### config.mk
export PLATFORM = sky130hd
export DESIGN_NAME = led_flash_blink_controller_core
export DESIGN_NICKNAME = d
export VERILOG_FILES = /design/src/rtl/lfbc_pkg.sv /design/src/rtl/led_flash_blink_controller_core.sv /design/src/rtl/lfbc_csr.sv /design/src/rtl/lfbc_step.sv
export SDC_FILE = /design/constraint.sdc
export NUM_CORES = 1
export LEC_CHECK = 0
export ABC_CLOCK_PERIOD_IN_PS = 10300
export BUFFER_PORTS_ARGS = -buffer_cell sky130_fd_sc_hd__buf_2
export CELL_PAD_IN_SITES_DETAIL_PLACEMENT = 0
export CELL_PAD_IN_SITES_GLOBAL_PLACEMENT = 1
export CORE_ASPECT_RATIO = 1.25
export CORE_UTILIZATION = 45
export DETAILED_ROUTE_END_ITERATION = 8
export PLACE_DENSITY_LB_ADDON = 0.1
export SLEW_MARGIN = 0
export SYNTH_ARGS = -nofsm -noshare
export SYNTH_HDL_FRONTEND = slang
export SYNTH_HIERARCHICAL = 1
export SYNTH_SLANG_ARGS = --single-unit
### constraint.sdc
create_clock -name clock -period 10.3 [get_ports clock]
set_clock_uncertainty 0.05 [all_clocks]
set_input_delay 0 -clock clock [delete_from_list [all_inputs] [get_ports clock]]
set_output_delay 0 -clock clock [all_outputs]
set_load 0.005 [all_outputs]
### src/rtl/lfbc_pkg.sv
`timescale 1ns / 1ps
`default_nettype none
package lfbc_pkg;

   typedef enum logic [1:0] {
      MODE_TICK  = 2'd0,
      MODE_FLASH = 2'd1,
      MODE_BLINK = 2'd2,
      MODE_OFF   = 2'd3
   } mode_type;

   typedef enum logic [1:0] {
      CSR_BRIGHTNESS    = 2'd0,
      CSR_PULSE_ON_MS   = 2'd1,
      CSR_PULSE_OFF_MS  = 2'd2,
      CSR_REPEAT_GAP_MS = 2'd3
   } csr_index_type;

   localparam int unsigned CSR_DATA_W  = 16;
   localparam int unsigned ELAPSED_W   = 18;
   localparam logic [ELAPSED_W-1:0] ELAPSED_MAX = '1;
   localparam logic [7:0]  LEVEL_FULL_ON = 8'hFF;

   localparam logic [7:0]  BRIGHTNESS_RST    = 8'd255;
   localparam logic [15:0] PULSE_ON_MS_RST   = 16'd100;
   localparam logic [15:0] PULSE_OFF_MS_RST  = 16'd100;
   localparam logic [15:0] REPEAT_GAP_MS_RST = 16'd1000;

   typedef struct packed {
      mode_type    mode;
      logic [15:0] flash_time;
      logic [7:0]  pulse_count;
      logic        repeat_forever;
   } req_type;

   typedef struct packed {
      logic [7:0] led_level;
      logic       is_active;
   } rsp_type;

   typedef struct packed {
      logic [7:0]  brightness;
      logic [15:0] pulse_on_ms;
      logic [15:0] pulse_off_ms;
      logic [15:0] repeat_gap_ms;
   } cfg_type;

   typedef struct packed {
      logic                 running;
      logic [ELAPSED_W-1:0] elapsed_ms;
      logic [15:0]          flash_limit;
      logic [7:0]           group_size;
      logic [7:0]           pulses_left;
      logic                 repeat_mode;
      logic [7:0]           drive_level;
   } state_type;

endpackage
`default_nettype wire

### src/rtl/led_flash_blink_controller_core.sv
`timescale 1ns / 1ps
`default_nettype none
// LED flash/blink controller. Each accepted item (a 1 ms tick or a flash, blink
// or off command) is applied to the pattern state in the cycle it is accepted,
// and its result (LED level and active flag) appears in the output register on
// the next cycle. The combinational state update and the output register let
// one item be accepted every cycle while req_ready is high, which holds as long
// as the output register is empty or being drained in the same cycle. CSR writes
// apply to items accepted after them; a running flash keeps its lit level.
module led_flash_blink_controller_core #(
   parameter int unsigned FULL_LEVEL = 255
) (
   input  wire logic                            clock,
   input  wire logic                            reset,
   input  wire logic                            req_valid,
   output logic                                 req_ready,
   input  wire lfbc_pkg::req_type               req_data,
   output logic                                 rsp_valid,
   input  wire logic                            rsp_ready,
   output lfbc_pkg::rsp_type                    rsp_data,
   input  wire logic                            csr_we,
   input  wire lfbc_pkg::csr_index_type         csr_index,
   input  wire logic [lfbc_pkg::CSR_DATA_W-1:0] csr_wdata
);

   lfbc_pkg::cfg_type   cfg;
   lfbc_pkg::state_type state_ff;
   lfbc_pkg::state_type state_in;
   lfbc_pkg::rsp_type   rsp_ff;
   logic                rsp_valid_ff;
   logic                accept;

   lfbc_csr u_csr (
      .clock     (clock),
      .reset     (reset),
      .csr_we    (csr_we),
      .csr_index (csr_index),
      .csr_wdata (csr_wdata),
      .cfg       (cfg)
   );

   lfbc_step #(
      .FULL_LEVEL (FULL_LEVEL)
   ) u_step (
      .req (req_data),
      .cfg (cfg),
      .cur (state_ff),
      .nxt (state_in)
   );

   assign req_ready = !rsp_valid_ff || rsp_ready;
   assign accept    = req_valid && req_ready;

   always_ff @(posedge clock) begin
      if (reset) begin
         state_ff     <= '0;
         rsp_valid_ff <= 1'b0;
      end else begin
         if (accept) begin
            state_ff <= state_in;
         end
         if (accept) begin
            rsp_valid_ff <= 1'b1;
         end else if (rsp_ready) begin
            rsp_valid_ff <= 1'b0;
         end
      end
   end

   always_ff @(posedge clock) begin
      if (accept) begin
         rsp_ff.led_level <= state_in.drive_level;
         rsp_ff.is_active <= state_in.running;
      end
   end

   assign rsp_valid = rsp_valid_ff;
   assign rsp_data  = rsp_ff;

`ifndef SYNTHESIS
   a_idle_dark: assert property (@(posedge clock) disable iff (reset)
      !state_ff.running |-> state_ff.drive_level == 8'd0)
      else $error("drive level nonzero while no pattern runs");

   a_pulses_bounded: assert property (@(posedge clock) disable iff (reset)
      state_ff.pulses_left <= state_ff.group_size)
      else $error("pulses left exceeds group size");

   a_result_follows: assert property (@(posedge clock) disable iff (reset)
      accept |=> rsp_valid_ff && rsp_ff.is_active == state_ff.running &&
                 rsp_ff.led_level == state_ff.drive_level)
      else $error("result does not match updated state");
`endif

endmodule
`default_nettype wire

### src/rtl/lfbc_csr.sv
`timescale 1ns / 1ps
`default_nettype none
module lfbc_csr (
   input  wire logic                            clock,
   input  wire logic                            reset,
   input  wire logic                            csr_we,
   input  wire lfbc_pkg::csr_index_type         csr_index,
   input  wire logic [lfbc_pkg::CSR_DATA_W-1:0] csr_wdata,
   output lfbc_pkg::cfg_type                    cfg
);

   lfbc_pkg::cfg_type cfg_ff;
   lfbc_pkg::cfg_type cfg_in;

   always_comb begin
      cfg_in = cfg_ff;
      if (csr_we) begin
         case (csr_index)
            lfbc_pkg::CSR_BRIGHTNESS:    cfg_in.brightness    = csr_wdata[7:0];
            lfbc_pkg::CSR_PULSE_ON_MS:   cfg_in.pulse_on_ms   = csr_wdata[15:0];
            lfbc_pkg::CSR_PULSE_OFF_MS:  cfg_in.pulse_off_ms  = csr_wdata[15:0];
            lfbc_pkg::CSR_REPEAT_GAP_MS: cfg_in.repeat_gap_ms = csr_wdata[15:0];
            default:                     cfg_in = cfg_ff;
         endcase
      end
   end

   always_ff @(posedge clock) begin
      if (reset) begin
         cfg_ff.brightness    <= lfbc_pkg::BRIGHTNESS_RST;
         cfg_ff.pulse_on_ms   <= lfbc_pkg::PULSE_ON_MS_RST;
         cfg_ff.pulse_off_ms  <= lfbc_pkg::PULSE_OFF_MS_RST;
         cfg_ff.repeat_gap_ms <= lfbc_pkg::REPEAT_GAP_MS_RST;
      end else begin
         cfg_ff <= cfg_in;
      end
   end

   assign cfg = cfg_ff;

endmodule
`default_nettype wire

### src/rtl/lfbc_step.sv
`timescale 1ns / 1ps
`default_nettype none
module lfbc_step #(
   parameter int unsigned FULL_LEVEL = 255
) (
   input  wire lfbc_pkg::req_type   req,
   input  wire lfbc_pkg::cfg_type   cfg,
   input  wire lfbc_pkg::state_type cur,
   output lfbc_pkg::state_type      nxt
);

   localparam logic [7:0] FullLvl = 8'(FULL_LEVEL);

   logic [7:0]                     lit_level;
   logic [lfbc_pkg::ELAPSED_W-1:0] elapsed_inc;
   logic [16:0]                    period_ms;

   always_comb begin
      lit_level   = (cfg.brightness < FullLvl) ? cfg.brightness : lfbc_pkg::LEVEL_FULL_ON;
      elapsed_inc = cur.elapsed_ms +
                    lfbc_pkg::ELAPSED_W'(cur.elapsed_ms != lfbc_pkg::ELAPSED_MAX);
      period_ms   = {1'b0, cfg.pulse_on_ms} + {1'b0, cfg.pulse_off_ms};
   end

   always_comb begin
      nxt = cur;
      case (req.mode)
         lfbc_pkg::MODE_TICK: begin
            if (cur.running) begin
               nxt.elapsed_ms = elapsed_inc;
               if (cur.pulses_left != 8'd0) begin
                  if (elapsed_inc < {2'b00, cfg.pulse_on_ms}) begin
                     nxt.drive_level = lit_level;
                  end else begin
                     nxt.drive_level = 8'd0;
                     // end of one on/off pulse
                     if (elapsed_inc > {1'b0, period_ms}) begin
                        nxt.elapsed_ms  = '0;
                        nxt.pulses_left = cur.pulses_left - 8'd1;
                        if (cur.pulses_left == 8'd1 && !cur.repeat_mode) begin
                           nxt.running = 1'b0;
                        end
                     end
                  end
               end else if (cur.group_size != 8'd0 && cur.repeat_mode) begin
                  // cooldown over: relight and reload the group
                  if (elapsed_inc > {2'b00, cfg.repeat_gap_ms}) begin
                     nxt.elapsed_ms  = '0;
                     nxt.pulses_left = cur.group_size;
                     nxt.drive_level = lit_level;
                  end
               end else if (cur.flash_limit != 16'd0 &&
                            elapsed_inc >= {2'b00, cur.flash_limit}) begin
                  nxt.running     = 1'b0;
                  nxt.drive_level = 8'd0;
               end
            end
         end
         lfbc_pkg::MODE_FLASH: begin
            if (!(cur.running && cur.group_size == 8'd0)) begin
               nxt.running     = 1'b1;
               nxt.elapsed_ms  = '0;
               nxt.flash_limit = req.flash_time;
               nxt.group_size  = 8'd0;
               nxt.pulses_left = 8'd0;
               nxt.repeat_mode = 1'b0;
               nxt.drive_level = lit_level;
            end
         end
         lfbc_pkg::MODE_BLINK: begin
            if (cur.running && req.pulse_count == 8'd0) begin
               nxt.running     = 1'b0;
               nxt.drive_level = 8'd0;
            end else if (cur.running && cur.group_size != 8'd0) begin
               nxt.repeat_mode = req.repeat_forever;
               nxt.group_size  = req.pulse_count;
               if (cur.pulses_left > req.pulse_count) begin
                  nxt.pulses_left = req.pulse_count;
               end
            end else begin
               nxt.running     = 1'b1;
               nxt.elapsed_ms  = '0;
               nxt.flash_limit = 16'd0;
               nxt.group_size  = req.pulse_count;
               nxt.pulses_left = req.pulse_count;
               nxt.repeat_mode = req.repeat_forever;
               nxt.drive_level = lit_level;
            end
         end
         lfbc_pkg::MODE_OFF: begin
            if (cur.running) begin
               nxt.running     = 1'b0;
               nxt.drive_level = 8'd0;
            end
         end
         default: nxt = cur;
      endcase
   end

endmodule
`default_nettype wire

# Word-level counts from Yosys, hierarchy flattened
# Cells that the tools add are included.
[word_totals]
register_bits = 126
latch_bits = 0
ram_bits = 0
mem_bits_ro = 0
in_bits = 50
out_inout_bits = 11
elab_cells = 107
memories = 0
[op_classes]
n_addsub = 3
n_mul = 0
div_mod_pow = 0
n_lt_le_gt_ge = 6
eq_ne = 17
n_shift = 0
mux = 39
bitwise_logic = 0
n_reduce_logical = 28
[op_table]
columns = ["op", "count"]
rows = [
  ["$mux W8", 17],
  ["$mux W19", 4],
  ["$mux W60", 1],
  ["$pmux W18 S3", 1],
  ["$mux W51", 1],
  ["$pmux W24 S2", 1],
  ["$mux W18", 2],
  ["$mux W35", 1],
  ["$pmux W8 S4", 1],
  ["$pmux W8 S3", 1],
  ["$add A18 B1 Y18", 1],
  ["$ge A18 B16 Y1", 1],
  ["$gt A18 B16 Y1", 1],
  ["$gt A18 B17 Y1", 1],
  ["$lt A18 B16 Y1", 1],
  ["$ne A18 B18 Y1 const B", 1],
  ["$add A16 B16 Y17", 1],
  ["$logic_not A8 Y1", 2],
  ["$reduce_bool A16 Y1", 1],
  ["$reduce_bool A8 Y1", 2],
  ["$reduce_and A10 Y1", 1],
  ["$mux W9", 1],
  ["$ne A3 B3 Y1 const B", 3],
  ["$eq A2 B2 Y1 const B", 4],
  ["other kinds (20)", 42],
]

# Longest topological paths before layout
# Gate-level depths: netlist of the first run.
[logic_depth]
word_depth = 9
mapped_depth = 26
depth_no_buf = 24

# Hierarchy
# The synthesis of the first run kept the hierarchy.
[modules_own_cells]
columns = ["mod", "instances", "cells_per_inst", "area_each_um2", "seq_area_each_um2"]
rows = [
  ["lfbc_step", 1, 662, 4722.0, 0.0],
  ["led_flash_blink_controller_core", 1, 289, 2925.3, 1491.4],
  ["lfbc_csr", 1, 211, 2243.4, 1121.1],
]

# Least setup slack after synthesis of the first run
# OpenSTA, ideal clock, no wires.
[synth_path]
path_type = "register -> register"
from = "register u_csr.cfg_ff, in the netlist u_csr/cfg[16]"
to = "register state_ff[44] in the netlist's numbering"
setup_time_ns = 0.073
t_arrival_ns = 5.131
slack_ns = 5.046
stages_incl_launch_ff = 27
synth_period_minus_slack_ns = 5.254
path_cell_list = "dfxtp_1 -> ha_1 -> fa_1 -> a21o_1 -> a21oi_1 -> o21bai_1 -> a21oi_1 -> nor2b_1 -> o21a_1 -> o31a_1 -> o41ai_1 -> o21ai_0 -> a31oi_1 -> ha_1 -> and2_1 -> maj3_1 -> nor2_1 -> a31oi_1 -> a211o_1 -> a31oi_1 -> or4_4 -> buf_6 -> buf_2 -> a41oi_1 -> o2bb2ai_1 -> nand3_1 -> a21oi_1"
[synth_lines]
columns = ["element", "line_no", "source"]
rows = [
  ["start, declared", "lfbc_csr.sv:12", "lfbc_pkg::cfg_type cfg_ff;"],
  ["start signal, assigned", "lfbc_csr.sv:35", "cfg_ff <= cfg_in;"],
  ["end signal, assigned", "led_flash_blink_controller_core.sv:60", "state_ff <= state_in;"],
  ["end, declared", "led_flash_blink_controller_core.sv:27", "lfbc_pkg::state_type state_ff;"],
]

==> impl_results.md, run 1 <==
* Result of the run: finished clean
* Residual overflow from global routing at 0
* First-pass GRT wire length at 45.6 mm
* Std-Cell Core Area at 21500 um^2
* Combined flip-flop and latch cell area at 2610 um^2
* Post-synthesis area per instance at 8.51 um^2
* Number of warnings printed during yosys synthesis at 6
* Detailed-route DRC error count at 0
* Type of element capturing the critical path: flip-flop
* Post-route total power at 0.00135 W
* Sink count of the clock tree at 126
* Required time at the worst-slack endpoint at 10590 ps
* I/O Buffers at 60
* DP Wirelength at 21.0 mm
* Total of fill cells in the finished design at 2130
* H-tree Lvls at 4
* Commonest register cell after synthesis: sky130_fd_sc_hd__dfxtp_1
* Part of the Yosys area used for sequential elements at 0.264
* Number of register bits inferred by synthesis at 126
* Slew @ Worst Pin at 1150 ps
* Syn Nets at 1299
* Fraction of synthesis flops using an asynchronous set or reset pin at 0
* Reg-to-reg setup timing slack at 4010 ps
* Later-pin clock latency in the skew report at 420 ps
* Initial DRC Count at 501
* Worst slew margin relative to its limit at 0.229
* Max frequency at 159 MHz
* Last weighted congestion value of the routability-driven placer at 0.889
* Maximum number of pins on one net before global-route repair at 74
* Unrepaired setup endpoints after global routing: false
* Number of antenna diodes at 0
* Reg-to-reg startpoint: u_csr/cfg[32]$_SDFFE_PP0P_
* DR pass1 iterations at 4
* Count of boundary I/O pins at 61
* Accumulated negative setup slack at 0 ps
* Top cells by area, synth: sky130_fd_sc_hd__dfxtp_1, sky130_fd_sc_hd__ha_1, sky130_fd_sc_hd__mux2i_1
* Post-DR vias/cell at 5.82
* Cell count after placement at 1435
* WHS Endpoint: state_ff[23]$_SDFFE_PP0P_
* Synth top area share at 0.237
* Die Wd at 135 um
* Share of the clock period used by the worst path at 0.611
* Peak supply drop at 0.0000986 V
* Cell row count at 60
* Start-to-end type of the worst setup path: flip-flop to flip-flop
* Commonest cells post-synth: sky130_fd_sc_hd__dfxtp_1, sky130_fd_sc_hd__a21oi_1, sky130_fd_sc_hd__ha_1
* Final number of max-transition violations at 0
* Leakage power of the design at 4.70 nW
* R2R Path End: state_ff[47]$_SDFFE_PP0P_
* Hold path startpoint: req_data[7]
* Vertical extent of the die at 168 um
* Starting density of the core at 0.459
* Final count of negative-setup-slack endpoints at 0
* Global-route usage over all layers at 0.259
* CTS Buf Count at 17
* Area taken by multi-input logic gates at 6610 um^2
* Worst-path fanout max at 16
* Die footprint at 22600 um^2
* Final hold violation count at 0
* Gate count of the mapped netlist at 1162
* Power density over cell area at 121 nW/um^2
* Antenna violation net count after detailed routing at 0
* Max-cap violation count at 0
* Post-synthesis cell type count at 87
* CTS clk-pin slew, worst paths at 70 ps
* Cell count of the worst hold path at 4
* Total routed wirelength at 28.7 mm
* Final net count at 1346
* Reg2Reg Depth at 24
* Antenna violations before repair at 0
* Root cell of the clock tree: sky130_fd_sc_hd__clkbuf_16
* Most frequently used cell type in the post-synthesis netlist: sky130_fd_sc_hd__dfxtp_1
* Class of the worst hold path: input port to flip-flop
* Via count of the first global-routing pass at 8509
* Worst hold margin at 34.1 ps
* Critical path data arrival time at 6590 ps
* Fraction of final layout cells sized beyond drive strength 1 at 0.155
* Total number of vias at 8733
* Count of flip-flops with a built-in enable after synthesis at 9
* Clock tree from TritonCTS: yes
* Synth Cell Area at 9890 um^2
* Finished Core Util at 0.517
* Synth-to-layout area growth at 12.6%
* Final routed wire length divided by cell count at 19.1 um
* Maximum count of clock buffers along a single path at 2
* Final Instance Count excl. Fillers at 1501
* Final min period at 6290 ps
* Launching element type of the critical path: flip-flop
* Library cell with the largest summed area after synthesis: sky130_fd_sc_hd__dfxtp_1
[routing by layer]
layer,up-vias,global-route usage,part of all wire
li1,4358,-,-
met1,4196,0.317,0.45
met2,141,0.461,0.51
met3,38,0.0303,0.022
met4,0,0.0953,0.025
met5,-,0,0
[worst max path at each step]
stage	start	depth (start not counted)	slack [ps]	endpoint
CTS	u_csr/cfg[32]$_SDFFE_PP0P_	24	4060	state_ff[47]$_SDFFE_PP0P_
finish	u_csr/cfg[32]$_SDFFE_PP0P_	24	4010	state_ff[47]$_SDFFE_PP0P_
global placement	u_csr/cfg[32]$_SDFFE_PP0P_	24	4160	state_ff[47]$_SDFFE_PP0P_
detailed placement	u_csr/cfg[32]$_SDFFE_PP0P_	24	4100	state_ff[47]$_SDFFE_PP0P_
global route	u_csr/cfg[32]$_SDFFE_PP0P_	24	3610	state_ff[47]$_SDFFE_PP0P_
floorplan	u_csr/cfg[16]$_SDFFE_PP0P_	26	5050	state_ff[44]$_SDFFE_PP0P_
[state kept, by name (all words and copies together), names as in the netlist]
register,cells
rsp_data,9
u_csr/cfg,56
state_ff,60
rsp_valid,1
[metrics by stage]
step	instance area (um^2)	setup slack (ps)
after CTS	11100	4060
final	11100	4010
after global routing	11100	3610
after detailed placement	10200	4100
after global placement	10200	4160
after floorplan	9890	5050
[area by class of cell]
cell class | instances | share of cell area
multi-input combinational | 890 | 0.594
inverter | 73 | 0.0246
timing repair buffer | 101 | 0.0627
sequential | 126 | 0.235
tap | 279 | 0.0313
clock buffer | 17 | 0.0382
clock inverter | 15 | 0.0147
[cell usage in the layout (no fill, tap or decap), drive strengths merged, types with 19 or more instances in the layout]
| cell | count |
|---|---|
| ha | 86 |
| inv | 83 |
| dlygate4sd3 | 34 |
| mux2i | 62 |
| buf | 67 |
| nand2 | 54 |
| nand4 | 19 |
| a22o | 39 |
| o21ai | 22 |
| a21bo | 60 |
| nor2 | 73 |
| nand2b | 55 |
| a21oi | 93 |
| xnor2 | 22 |
| dfxtp | 117 |
| nand3 | 83 |
[worst max-delay path, cell delays in order, from the launching register on]
cell	delay (ps)
sky130_fd_sc_hd__dfxtp_1	330
sky130_fd_sc_hd__ha_1	220
sky130_fd_sc_hd__fa_1	410
sky130_fd_sc_hd__a21o_1	170
sky130_fd_sc_hd__a21oi_1	220
sky130_fd_sc_hd__o21bai_1	90
sky130_fd_sc_hd__a21oi_1	220
sky130_fd_sc_hd__nor2b_1	90
sky130_fd_sc_hd__o21a_1	190
sky130_fd_sc_hd__o31a_1	280
sky130_fd_sc_hd__o41ai_1	450
sky130_fd_sc_hd__o21ai_0	260
sky130_fd_sc_hd__a31oi_1	230
sky130_fd_sc_hd__ha_1	280
sky130_fd_sc_hd__and2_1	170
sky130_fd_sc_hd__maj3_1	350
sky130_fd_sc_hd__nor2_1	90
sky130_fd_sc_hd__a31oi_1	70
sky130_fd_sc_hd__a211o_1	300
sky130_fd_sc_hd__a31oi_1	570
sky130_fd_sc_hd__or4_4	370
sky130_fd_sc_hd__nand3_1	230
sky130_fd_sc_hd__o31ai_1	300
sky130_fd_sc_hd__nand3_1	120
sky130_fd_sc_hd__a21oi_2	140
[report_power, final]
group          leakage, nW  internal (W)  switching, W
combinational         3.38     0.0000865      0.000124
sequential            1.04      0.000512     0.0000135
clock                0.283      0.000346      0.000270
total                 4.70      0.000945      0.000407
[what timing repair did]
action / 4_1_cts / 5_1_grt
setup buffers: 0 / 0
hold buffers: 34 / 0
endpoints found under the hold margin: 74 / 0
gates resized for setup: 0 / 0
endpoints found under the setup margin: 0 / 0
[kinds of logic (layout without fill, tap and decap cells)]
| family | count (synthesis) | after routing | synth area share |
|---|---|---|---|
| adder cells (fa/ha/maj) | 89 | 89 | 0.113 |
| AND/OR/NAND/NOR | 363 | 363 | 0.198 |
| multiplexers | 65 | 65 | 0.0662 |
| flip-flops | 126 | 126 | 0.264 |
| AO/OA/AOI/OAI | 342 | 342 | 0.264 |
| XOR/XNOR | 31 | 31 | 0.0275 |
| buffers and inverters | 146 | 206 | 0.0677 |
Note: power is estimated with default switching activity, not from simulation.
==> run 2: changes to the inputs <==
Settings changed: ABC_AREA set to 1, ABC_CLOCK_PERIOD_IN_PS 10300 to 6500, CORE_UTILIZATION 45 to 44.
Clock period 10.3 ns to 6.5 ns, I/O delays scaled along.
==> run 2 against run 1 <==
  * Cell area rose by 7.7%
  * Worst hold slack got worse by 4.1 ps
  * Combinational power rose to 3.5 times the previous value
  * Critical path type unchanged
  * Synthesized area rose by 8.3%
  * Sequential share of layout area fell by 1.7 points
  * Total power rose by 92%
  * Clock power rose by 58%
  * Maximum frequency rose by 30%
==> impl_results.md, run 2 <==
* Finished Core Util at 0.504 (was 0.517)
* Fraction of synthesis flops using an asynchronous set or reset pin at 0 (unchanged)
* Number of register bits inferred by synthesis at 126 (unchanged)
* Part of the Yosys area used for sequential elements at 0.244 (was 0.264)
* Gate count of the mapped netlist at 1710 (was 1162)
* Detailed-route DRC error count at 0 (unchanged)
* Die Wd at 142 um (was 135 um)
* Worst-path fanout max at 13 (was 16)
* Final min period at 4850 ps (was 6290 ps)
* Final count of negative-setup-slack endpoints at 0 (unchanged)
* Critical path data arrival time at 5170 ps (was 6590 ps)
* Synth top area share at 0.219 (was 0.237)
* Cell at the slowest stage of the critical path: sky130_fd_sc_hd__fa_1 (was sky130_fd_sc_hd__a31oi_1)
* Final number of max-transition violations at 0 (unchanged)
* Antenna violation net count after detailed routing at 0 (unchanged)
* Required time at the worst-slack endpoint at 6820 ps (was 10590 ps)
* Share of the clock period used by the worst path at 0.747 (was 0.611)
* R2R Path End: state_ff[52]$_SDFFE_PP0P_ (was state_ff[47]$_SDFFE_PP0P_)
* Worst slew margin relative to its limit at 0.254 (was 0.229)
* Library cell with the largest summed area after synthesis: sky130_fd_sc_hd__dfxtp_1 (unchanged)
* Synth-to-layout area growth at 12.0% (was 12.6%)
* Fraction of final layout cells sized beyond drive strength 1 at 0.0989 (was 0.155)
* Most common library cell in the layout ignoring fill and taps: sky130_fd_sc_hd__nand2_1 (was sky130_fd_sc_hd__dfxtp_1)
* Starting density of the core at 0.450 (was 0.459)
* Power density over cell area at 217 nW/um^2 (was 121 nW/um^2)
* Reg-to-reg startpoint: u_csr/cfg[32]$_SDFFE_PP0P_ (unchanged)
* Cell row count at 63 (was 60)
* Largest stage delay, worst path at 400 ps (was 570 ps)
* Type of element capturing the critical path: flip-flop (unchanged)
* Global-route usage over all layers at 0.279 (was 0.259)
* Final hold violation count at 0 (unchanged)
* Commonest register cell after synthesis: sky130_fd_sc_hd__dfxtp_1 (unchanged)
* Antenna violations before repair at 0 (unchanged)
* Last weighted congestion value of the routability-driven placer at 0.907 (was 0.889)
* Maximum count of clock buffers along a single path at 2 (unchanged)
* Max-cap violation count at 0 (unchanged)
* Unrepaired setup endpoints after global routing: false (unchanged)
* DR pass1 iterations at 5 (was 4)
* Synth Cell Area at 10700 um^2 (was 9890 um^2)
* Initial DRC Count at 571 (was 501)
* Root cell of the clock tree: sky130_fd_sc_hd__clkbuf_16 (unchanged)
* Top cells by area, synth: sky130_fd_sc_hd__dfxtp_1, sky130_fd_sc_hd__nand2_1, sky130_fd_sc_hd__ha_1 (was sky130_fd_sc_hd__dfxtp_1, sky130_fd_sc_hd__ha_1, sky130_fd_sc_hd__mux2i_1)
* Residual overflow from global routing at 0 (unchanged)
* Count of boundary I/O pins at 61 (unchanged)
* Post-CTS Setup Bufs at 0 (unchanged)
* Post-synthesis cell type count at 53 (was 87)
* Start-to-end type of the worst setup path: flip-flop to flip-flop (unchanged)
* Class of the worst hold path: input port to flip-flop (unchanged)
* Largest reg by FF count: state_ff (unchanged)
* Die footprint at 25000 um^2 (was 22600 um^2)
* Syn Nets at 1847 (was 1299)
* Vertical extent of the die at 176 um (was 168 um)
* Slew @ Worst Pin at 1120 ps (was 1150 ps)
* Cell count after placement at 2033 (was 1435)
* Final Instance Count excl. Fillers at 2095 (was 1501)
* Worst hold margin at 30.1 ps (was 34.1 ps)
* Post-synthesis area per instance at 6.26 um^2 (was 8.51 um^2)
* CTS Buf Count at 17 (unchanged)
* CP endpoint: state_ff[52]$_SDFFE_PP0P_ (was state_ff[47]$_SDFFE_PP0P_)
* Leakage power of the design at 6.06 nW (was 4.70 nW)
* Later-pin clock latency in the skew report at 440 ps (was 420 ps)
* Max reg flops at 60 (unchanged)
* Max frequency at 206 MHz (was 159 MHz)
* Via count of the first global-routing pass at 10.3k (was 8509)
* Number of warnings printed during yosys synthesis at 6 (unchanged)
* Maximum number of pins on one net before global-route repair at 107 (was 74)
* Clock tree from TritonCTS: yes (unchanged)
* Std-Cell Core Area at 23800 um^2 (was 21500 um^2)
* Total number of vias at 10.9k (was 8733)
* Total of fill cells in the finished design at 2575 (was 2130)
* Reg-to-reg setup timing slack at 1650 ps (was 4010 ps)
* CTS clk-pin slew, worst paths at 60 ps (was 70 ps)
* Accumulated negative setup slack at 0 ps (unchanged)
* First-pass GRT wire length at 53.9 mm (was 45.6 mm)
* Final routed wire length divided by cell count at 16.1 um (was 19.1 um)
* Worst setup path startpoint: u_csr/cfg[32]$_SDFFE_PP0P_ (unchanged)
* Sink count of the clock tree at 126 (unchanged)
* DP Wirelength at 24.5 mm (was 21.0 mm)
* Launching element type of the critical path: flip-flop (unchanged)
* Number of antenna diodes at 0 (unchanged)
* Final net count at 1896 (was 1346)
* Most frequent cells in the layout: sky130_fd_sc_hd__nand2_1, sky130_fd_sc_hd__inv_1, sky130_fd_sc_hd__nor2_1, sky130_fd_sc_hd__nand3_1, sky130_fd_sc_hd__a21oi_1 (was sky130_fd_sc_hd__dfxtp_1, sky130_fd_sc_hd__ha_1, sky130_fd_sc_hd__a21oi_1, sky130_fd_sc_hd__nand3_1, sky130_fd_sc_hd__nor2_1)
* Peak supply drop at 0.000175 V (was 0.0000986 V)
* Post-DR vias/cell at 5.19 (was 5.82)
* I/O Buffers at 60 (unchanged)
* H-tree Lvls at 4 (unchanged)
* Most frequently used cell type in the post-synthesis netlist: sky130_fd_sc_hd__nand2_1 (was sky130_fd_sc_hd__dfxtp_1)
* Count of flip-flops with a built-in enable after synthesis at 9 (unchanged)
* Reg2Reg Depth at 32 (was 24)
* Total routed wirelength at 33.7 mm (was 28.7 mm)
* Commonest cells post-synth: sky130_fd_sc_hd__nand2_1, sky130_fd_sc_hd__inv_1, sky130_fd_sc_hd__nor2_1 (was sky130_fd_sc_hd__dfxtp_1, sky130_fd_sc_hd__a21oi_1, sky130_fd_sc_hd__ha_1)
* Result of the run: finished clean (unchanged)
==> run 2: cell types whose count changed in the layout (fill, tap and decap cells not counted), sizes merged, moves of 15 or more <==
cell and delta:
and3 -15, nand2 +375, nand2b -55, nor2 +137, a21bo -60, a21oi +37
mux2i -62, xnor2 -17, a22o -39, inv +188, o21ai +32, o21a -15
nand3 +102
==> run 2: layout make-up <==
cell class	instances	area, um^2	area share
Multi-Input combinational cell	1235	6650	0.555
Sequential cell	126	2610	0.218
Inverter	275	1030	0.0861
Timing Repair Buffer	104	713	0.0595
Clock buffer	23	488	0.0407
Tap cell	325	407	0.0339
Clock inverter	7	87.6	0.00730
==> run 2: logic make-up after synthesis <==
group	after synthesis	synth area share
DFF	126	0.244
buffers and inverters	349	0.136
and+or+nand+nor	871	0.359
adders and majority gates	87	0.102
AOI/OAI and AO/OA	256	0.142
xor gates and xnor gates	21	0.0172
==> run 2: routing by layer <==
metal  vias up  part of all wire  track usage
li1       5607                 -            -
met1      4957              0.42        0.320
met2       259              0.52        0.512
met3        57             0.036       0.0361
met4         0             0.031        0.124
met5         -                 0            0
==> run 2: worst min path at each step <==
stage                                     end          from  cells after the start
floorplan              rsp_valid$_SDFFE_PP0P_         reset                      1
global placement       rsp_valid$_SDFFE_PP0P_         reset                      2
detailed placement     rsp_valid$_SDFFE_PP0P_         reset                      2
CTS                 state_ff[40]$_SDFFE_PP0P_  req_data[24]                      7
global route        state_ff[36]$_SDFFE_PP0P_  req_data[20]                      7
finish              state_ff[28]$_SDFFE_PP0P_  req_data[12]                      7
==> run 2: what timing repair did <==
item / 4_1_cts / 5_1_grt
hold endpoints to repair: 74 / 0
hold buffers: 32 / 0
gates resized for setup: 0 / 0
setup endpoints to repair: 0 / 0
==> run 2: metrics by stage <==
stage / total power, W / setup slack, ps / cell area [um^2]
floorplan: 0.00144 / 2650 / 10700
global placement: 0.00162 / 1700 / 11100
detailed placement: 0.00162 / 1690 / 11100
CTS: 0.00262 / 1650 / 12000
global route: 0.00276 / 1170 / 12000
finish: 0.00260 / 1650 / 12000
==> run 2: power by group <==
part	leakage (nW)	internal, W	switching, W	total [W]
Combinational	4.72	0.000259	0.000474	0.000732
Sequential	1.05	0.000837	0.0000557	0.000893
Clock	0.285	0.000598	0.000375	0.000973
==> run 2: worst max-delay path: cells and delay by family, from the launching register on <==
family,cells,cell delay (ps)
AO/OA/AOI/OAI,12,1700
adder cells (fa/ha/maj),3,900
buffers and inverters,2,90
flip-flops,1,330
AND/OR/NAND/NOR,15,1680
==> run 3: changes to the inputs <==
Settings changed: ABC_AREA 1 to 0, ABC_CLOCK_PERIOD_IN_PS 6500 to 4400, CORE_UTILIZATION 44 to 43.
Clock period 6.5 ns to 4.4 ns, I/O delays scaled along.
==> run 3 against run 2 <==
  * The run now ends with setup timing left
  * Sequential power rose by 38%
  * Sequential cell count did not move
  * Maximum frequency fell by 3.3%
  * Sequential share of layout area fell by 1.7 points
  * Via count fell by 13%
  * Critical path depth fell by 7
  * Total power rose by 29%
  * Global-route usage fell by 0.52 points
  * Utilization rose by 7.9 points
  * Cell area rose by 9.0%
  * Cell count fell by 21%
==> impl_results.md, run 3 (synthesized netlist as in run 1, its figures left out) <==
* Residual overflow from global routing at 0 (unchanged)
* Via count of the first global-routing pass at 9238 (was 10.3k)
* Antenna violation net count after detailed routing at 0 (unchanged)
* Instance count on the critical path at 25 (was 32)
* Fraction of final layout cells sized beyond drive strength 1 at 0.313 (was 0.0989)
* CTS clk-pin slew, worst paths at 70 ps (was 60 ps)
* Antenna violations before repair at 0 (unchanged)
* Combined flip-flop and latch cell area at 2620 um^2 (was 2610 um^2)
* Final number of max-transition violations at 0 (unchanged)
* Number of antenna diodes at 0 (unchanged)
* DR pass1 iterations at 5 (unchanged)
* Die Wd at 138 um (was 142 um)
* Area taken by multi-input logic gates at 7290 um^2 (was 6650 um^2)
* Top cell family by delay on the critical path: compound AO/OA/AOI/OAI gates (unchanged)
* Largest stage delay, worst path at 340 ps (was 400 ps)
* Critical path data arrival time at 5320 ps (was 5170 ps)
* Cell count of the worst hold path at 4 (was 7)
* I/O Buffers at 60 (unchanged)
* Max reg flops at 60 (unchanged)
* Slew @ Worst Pin at 1130 ps (was 1120 ps)
* Root cell of the clock tree: sky130_fd_sc_hd__clkbuf_16 (unchanged)
* Unrepaired setup endpoints after global routing: true (was false)
* Max-cap violation count at 0 (unchanged)
* Largest reg by FF count: state_ff (unchanged)
* Final min period at 5020 ps (was 4850 ps)
* Maximum count of clock buffers along a single path at 2 (unchanged)
* Class of the worst hold path: input port to flip-flop (unchanged)
* Final count of negative-setup-slack endpoints at 44 (was 0)
* Final setup margin at -618 ps (was 1650 ps)
* Type of element capturing the critical path: flip-flop (unchanged)
* Cell at the slowest stage of the critical path: sky130_fd_sc_hd__dfxtp_2 (was sky130_fd_sc_hd__fa_1)
* Post-route total power at 0.00335 W (was 0.00260 W)
* Final hold violation count at 0 (unchanged)
* Worst setup path startpoint: u_csr/cfg[16]$_SDFFE_PP0P_ (was u_csr/cfg[32]$_SDFFE_PP0P_)
* Most common library cell in the layout ignoring fill and taps: sky130_fd_sc_hd__buf_4 (was sky130_fd_sc_hd__nand2_1)
* Power density over cell area at 256 nW/um^2 (was 217 nW/um^2)
* Most frequent cells in the layout: sky130_fd_sc_hd__buf_4, sky130_fd_sc_hd__dfxtp_1, sky130_fd_sc_hd__a21oi_1, sky130_fd_sc_hd__nand3_1, sky130_fd_sc_hd__ha_1 (was sky130_fd_sc_hd__nand2_1, sky130_fd_sc_hd__inv_1, sky130_fd_sc_hd__nor2_1, sky130_fd_sc_hd__nand3_1, sky130_fd_sc_hd__a21oi_1)
* Total number of vias at 9435 (was 10.9k)
* Result of the run: finished with violations (was finished clean)
* Start-to-end type of the worst setup path: flip-flop to flip-flop (unchanged)
* Later-pin clock latency in the skew report at 430 ps (was 440 ps)
* Required time at the worst-slack endpoint at 4700 ps (was 6820 ps)
* Cell row count at 61 (was 63)
* Reg-to-reg startpoint: u_csr/cfg[16]$_SDFFE_PP0P_ (was u_csr/cfg[32]$_SDFFE_PP0P_)
* Worst-path fanout max at 4 (was 13)
* Starting density of the core at 0.441 (was 0.450)
* CTS Buf Count at 17 (unchanged)
* Total routed wirelength at 31.7 mm (was 33.7 mm)
* Maximum number of pins on one net before global-route repair at 88 (was 107)
* Reg2Reg Depth at 25 (was 32)
* Violated checks: setup timing
* Share of the clock period used by the worst path at 1.14 (was 0.747)
* DP Wirelength at 22.8 mm (was 24.5 mm)
* Total of fill cells in the finished design at 2012 (was 2575)
* Clock tree from TritonCTS: yes (unchanged)
* Detailed-route DRC error count at 0 (unchanged)
* Initial DRC Count at 435 (was 571)
* Final net count at 1499 (was 1896)
* Sink count of the clock tree at 126 (unchanged)
* Accumulated negative setup slack at -16610 ps (was 0 ps)
* Leakage power of the design at 5.65 nW (was 6.06 nW)
* H-tree Lvls at 4 (unchanged)
* Post-DR vias/cell at 5.69 (was 5.19)
* First-pass GRT wire length at 49.2 mm (was 53.9 mm)
* Vertical extent of the die at 172 um (was 176 um)
* Count of boundary I/O pins at 61 (unchanged)
* Die footprint at 23600 um^2 (was 25000 um^2)
* Peak supply drop at 0.000272 V (was 0.000175 V)
* Final routed wire length divided by cell count at 19.1 um (was 16.1 um)
* Worst slew margin relative to its limit at 0.244 (was 0.254)
* Max frequency at 199 MHz (was 206 MHz)
* Hold path startpoint: req_data[0] (was req_data[12])
* Last weighted congestion value of the routability-driven placer at 0.955 (was 0.907)
* Std-Cell Core Area at 22400 um^2 (was 23800 um^2)
* Buffering stage count on the worst path with inverters included at 1 (was 2)
* Launching element type of the critical path: flip-flop (unchanged)
* Global-route usage over all layers at 0.274 (was 0.279)
* Synth-to-layout area growth at 32.1% (was 12.0%)
## run 3: changes by cell type in the layout (fill, tap and decap cells not counted), moves of 21 or more
cell                       before  now
sky130_fd_sc_hd__nand2b_1       0   54
sky130_fd_sc_hd__a21oi_1      127   77
sky130_fd_sc_hd__a21bo_2        0   53
sky130_fd_sc_hd__inv_1        258   71
sky130_fd_sc_hd__nand3_1      173   74
sky130_fd_sc_hd__mux2i_1        0   62
sky130_fd_sc_hd__a22o_1         0   39
sky130_fd_sc_hd__o21ai_0       35   14
sky130_fd_sc_hd__buf_4         13  146
sky130_fd_sc_hd__nor2_1       197   69
sky130_fd_sc_hd__nand2_1      413   49
## run 3: final cells by class
type / count / area share
clock inverter: 15 / 0.0151
sequential: 126 / 0.200
multi-input combinational: 892 / 0.558
clock buffer: 17 / 0.0326
timing repair buffer: 252 / 0.146
inverter: 73 / 0.0210
tap: 283 / 0.0271
## run 3: worst paths after layout
kind,end,slack (ps)
worst min-delay path,state_ff[8]$_SDFFE_PP0P_,20
worst max-delay path,state_ff[12]$_SDFFE_PP0P_,-620
worst min register to register,u_csr/cfg[13]$_SDFFE_PP0P_,430
worst max register to register,state_ff[12]$_SDFFE_PP0P_,-620
## run 3: timing repair
action / in CTS / in global routing
resized for setup: 54 / 48
pin swaps: 31 / 21
hold buffers: 33 / 0
endpoints found under the setup margin: 44 / 44
buffers inserted: 16 / 8
endpoints found under the hold margin: 73 / 0
gates cloned: 2 / 0
## run 3: metal layers
metal,track usage,vias to the layer above,share of wire
met5,0,-,0
met4,0.104,0,0.033
met3,0.0307,45,0.029
met2,0.493,194,0.51
met1,0.329,4519,0.43
li1,-,4677,-
## run 3: metrics by stage
step | setup slack [ps] | utilization | instances | cell area, um^2 | hold slack (ps)
floorplan | -445 | - | 1162 | 10100 | 102
global placement | -628 | 0.506 | 1568 | 11400 | 223
detailed placement | -705 | 0.506 | 1568 | 11400 | 234
CTS | -544 | 0.567 | 1650 | 12700 | 14.9
global route | -892 | 0.582 | 1658 | 13100 | 8.28
finish | -618 | 0.582 | 1658 | 13100 | 17.5
## run 3: power by group
part	internal [W]	leakage, nW	switching [W]	total [W]
Clock	0.000912	0.300	0.000613	0.00152
Combinational	0.000266	4.31	0.000325	0.000591
Sequential	0.00120	1.04	0.0000305	0.00123
## run 3: worst min-delay path, delay by kind of cell
family / cells / cell delay (ps)
AO/OA/AOI/OAI: 2 / 290
AND/OR/NAND/NOR: 1 / 80
buffers and inverters: 1 / 90
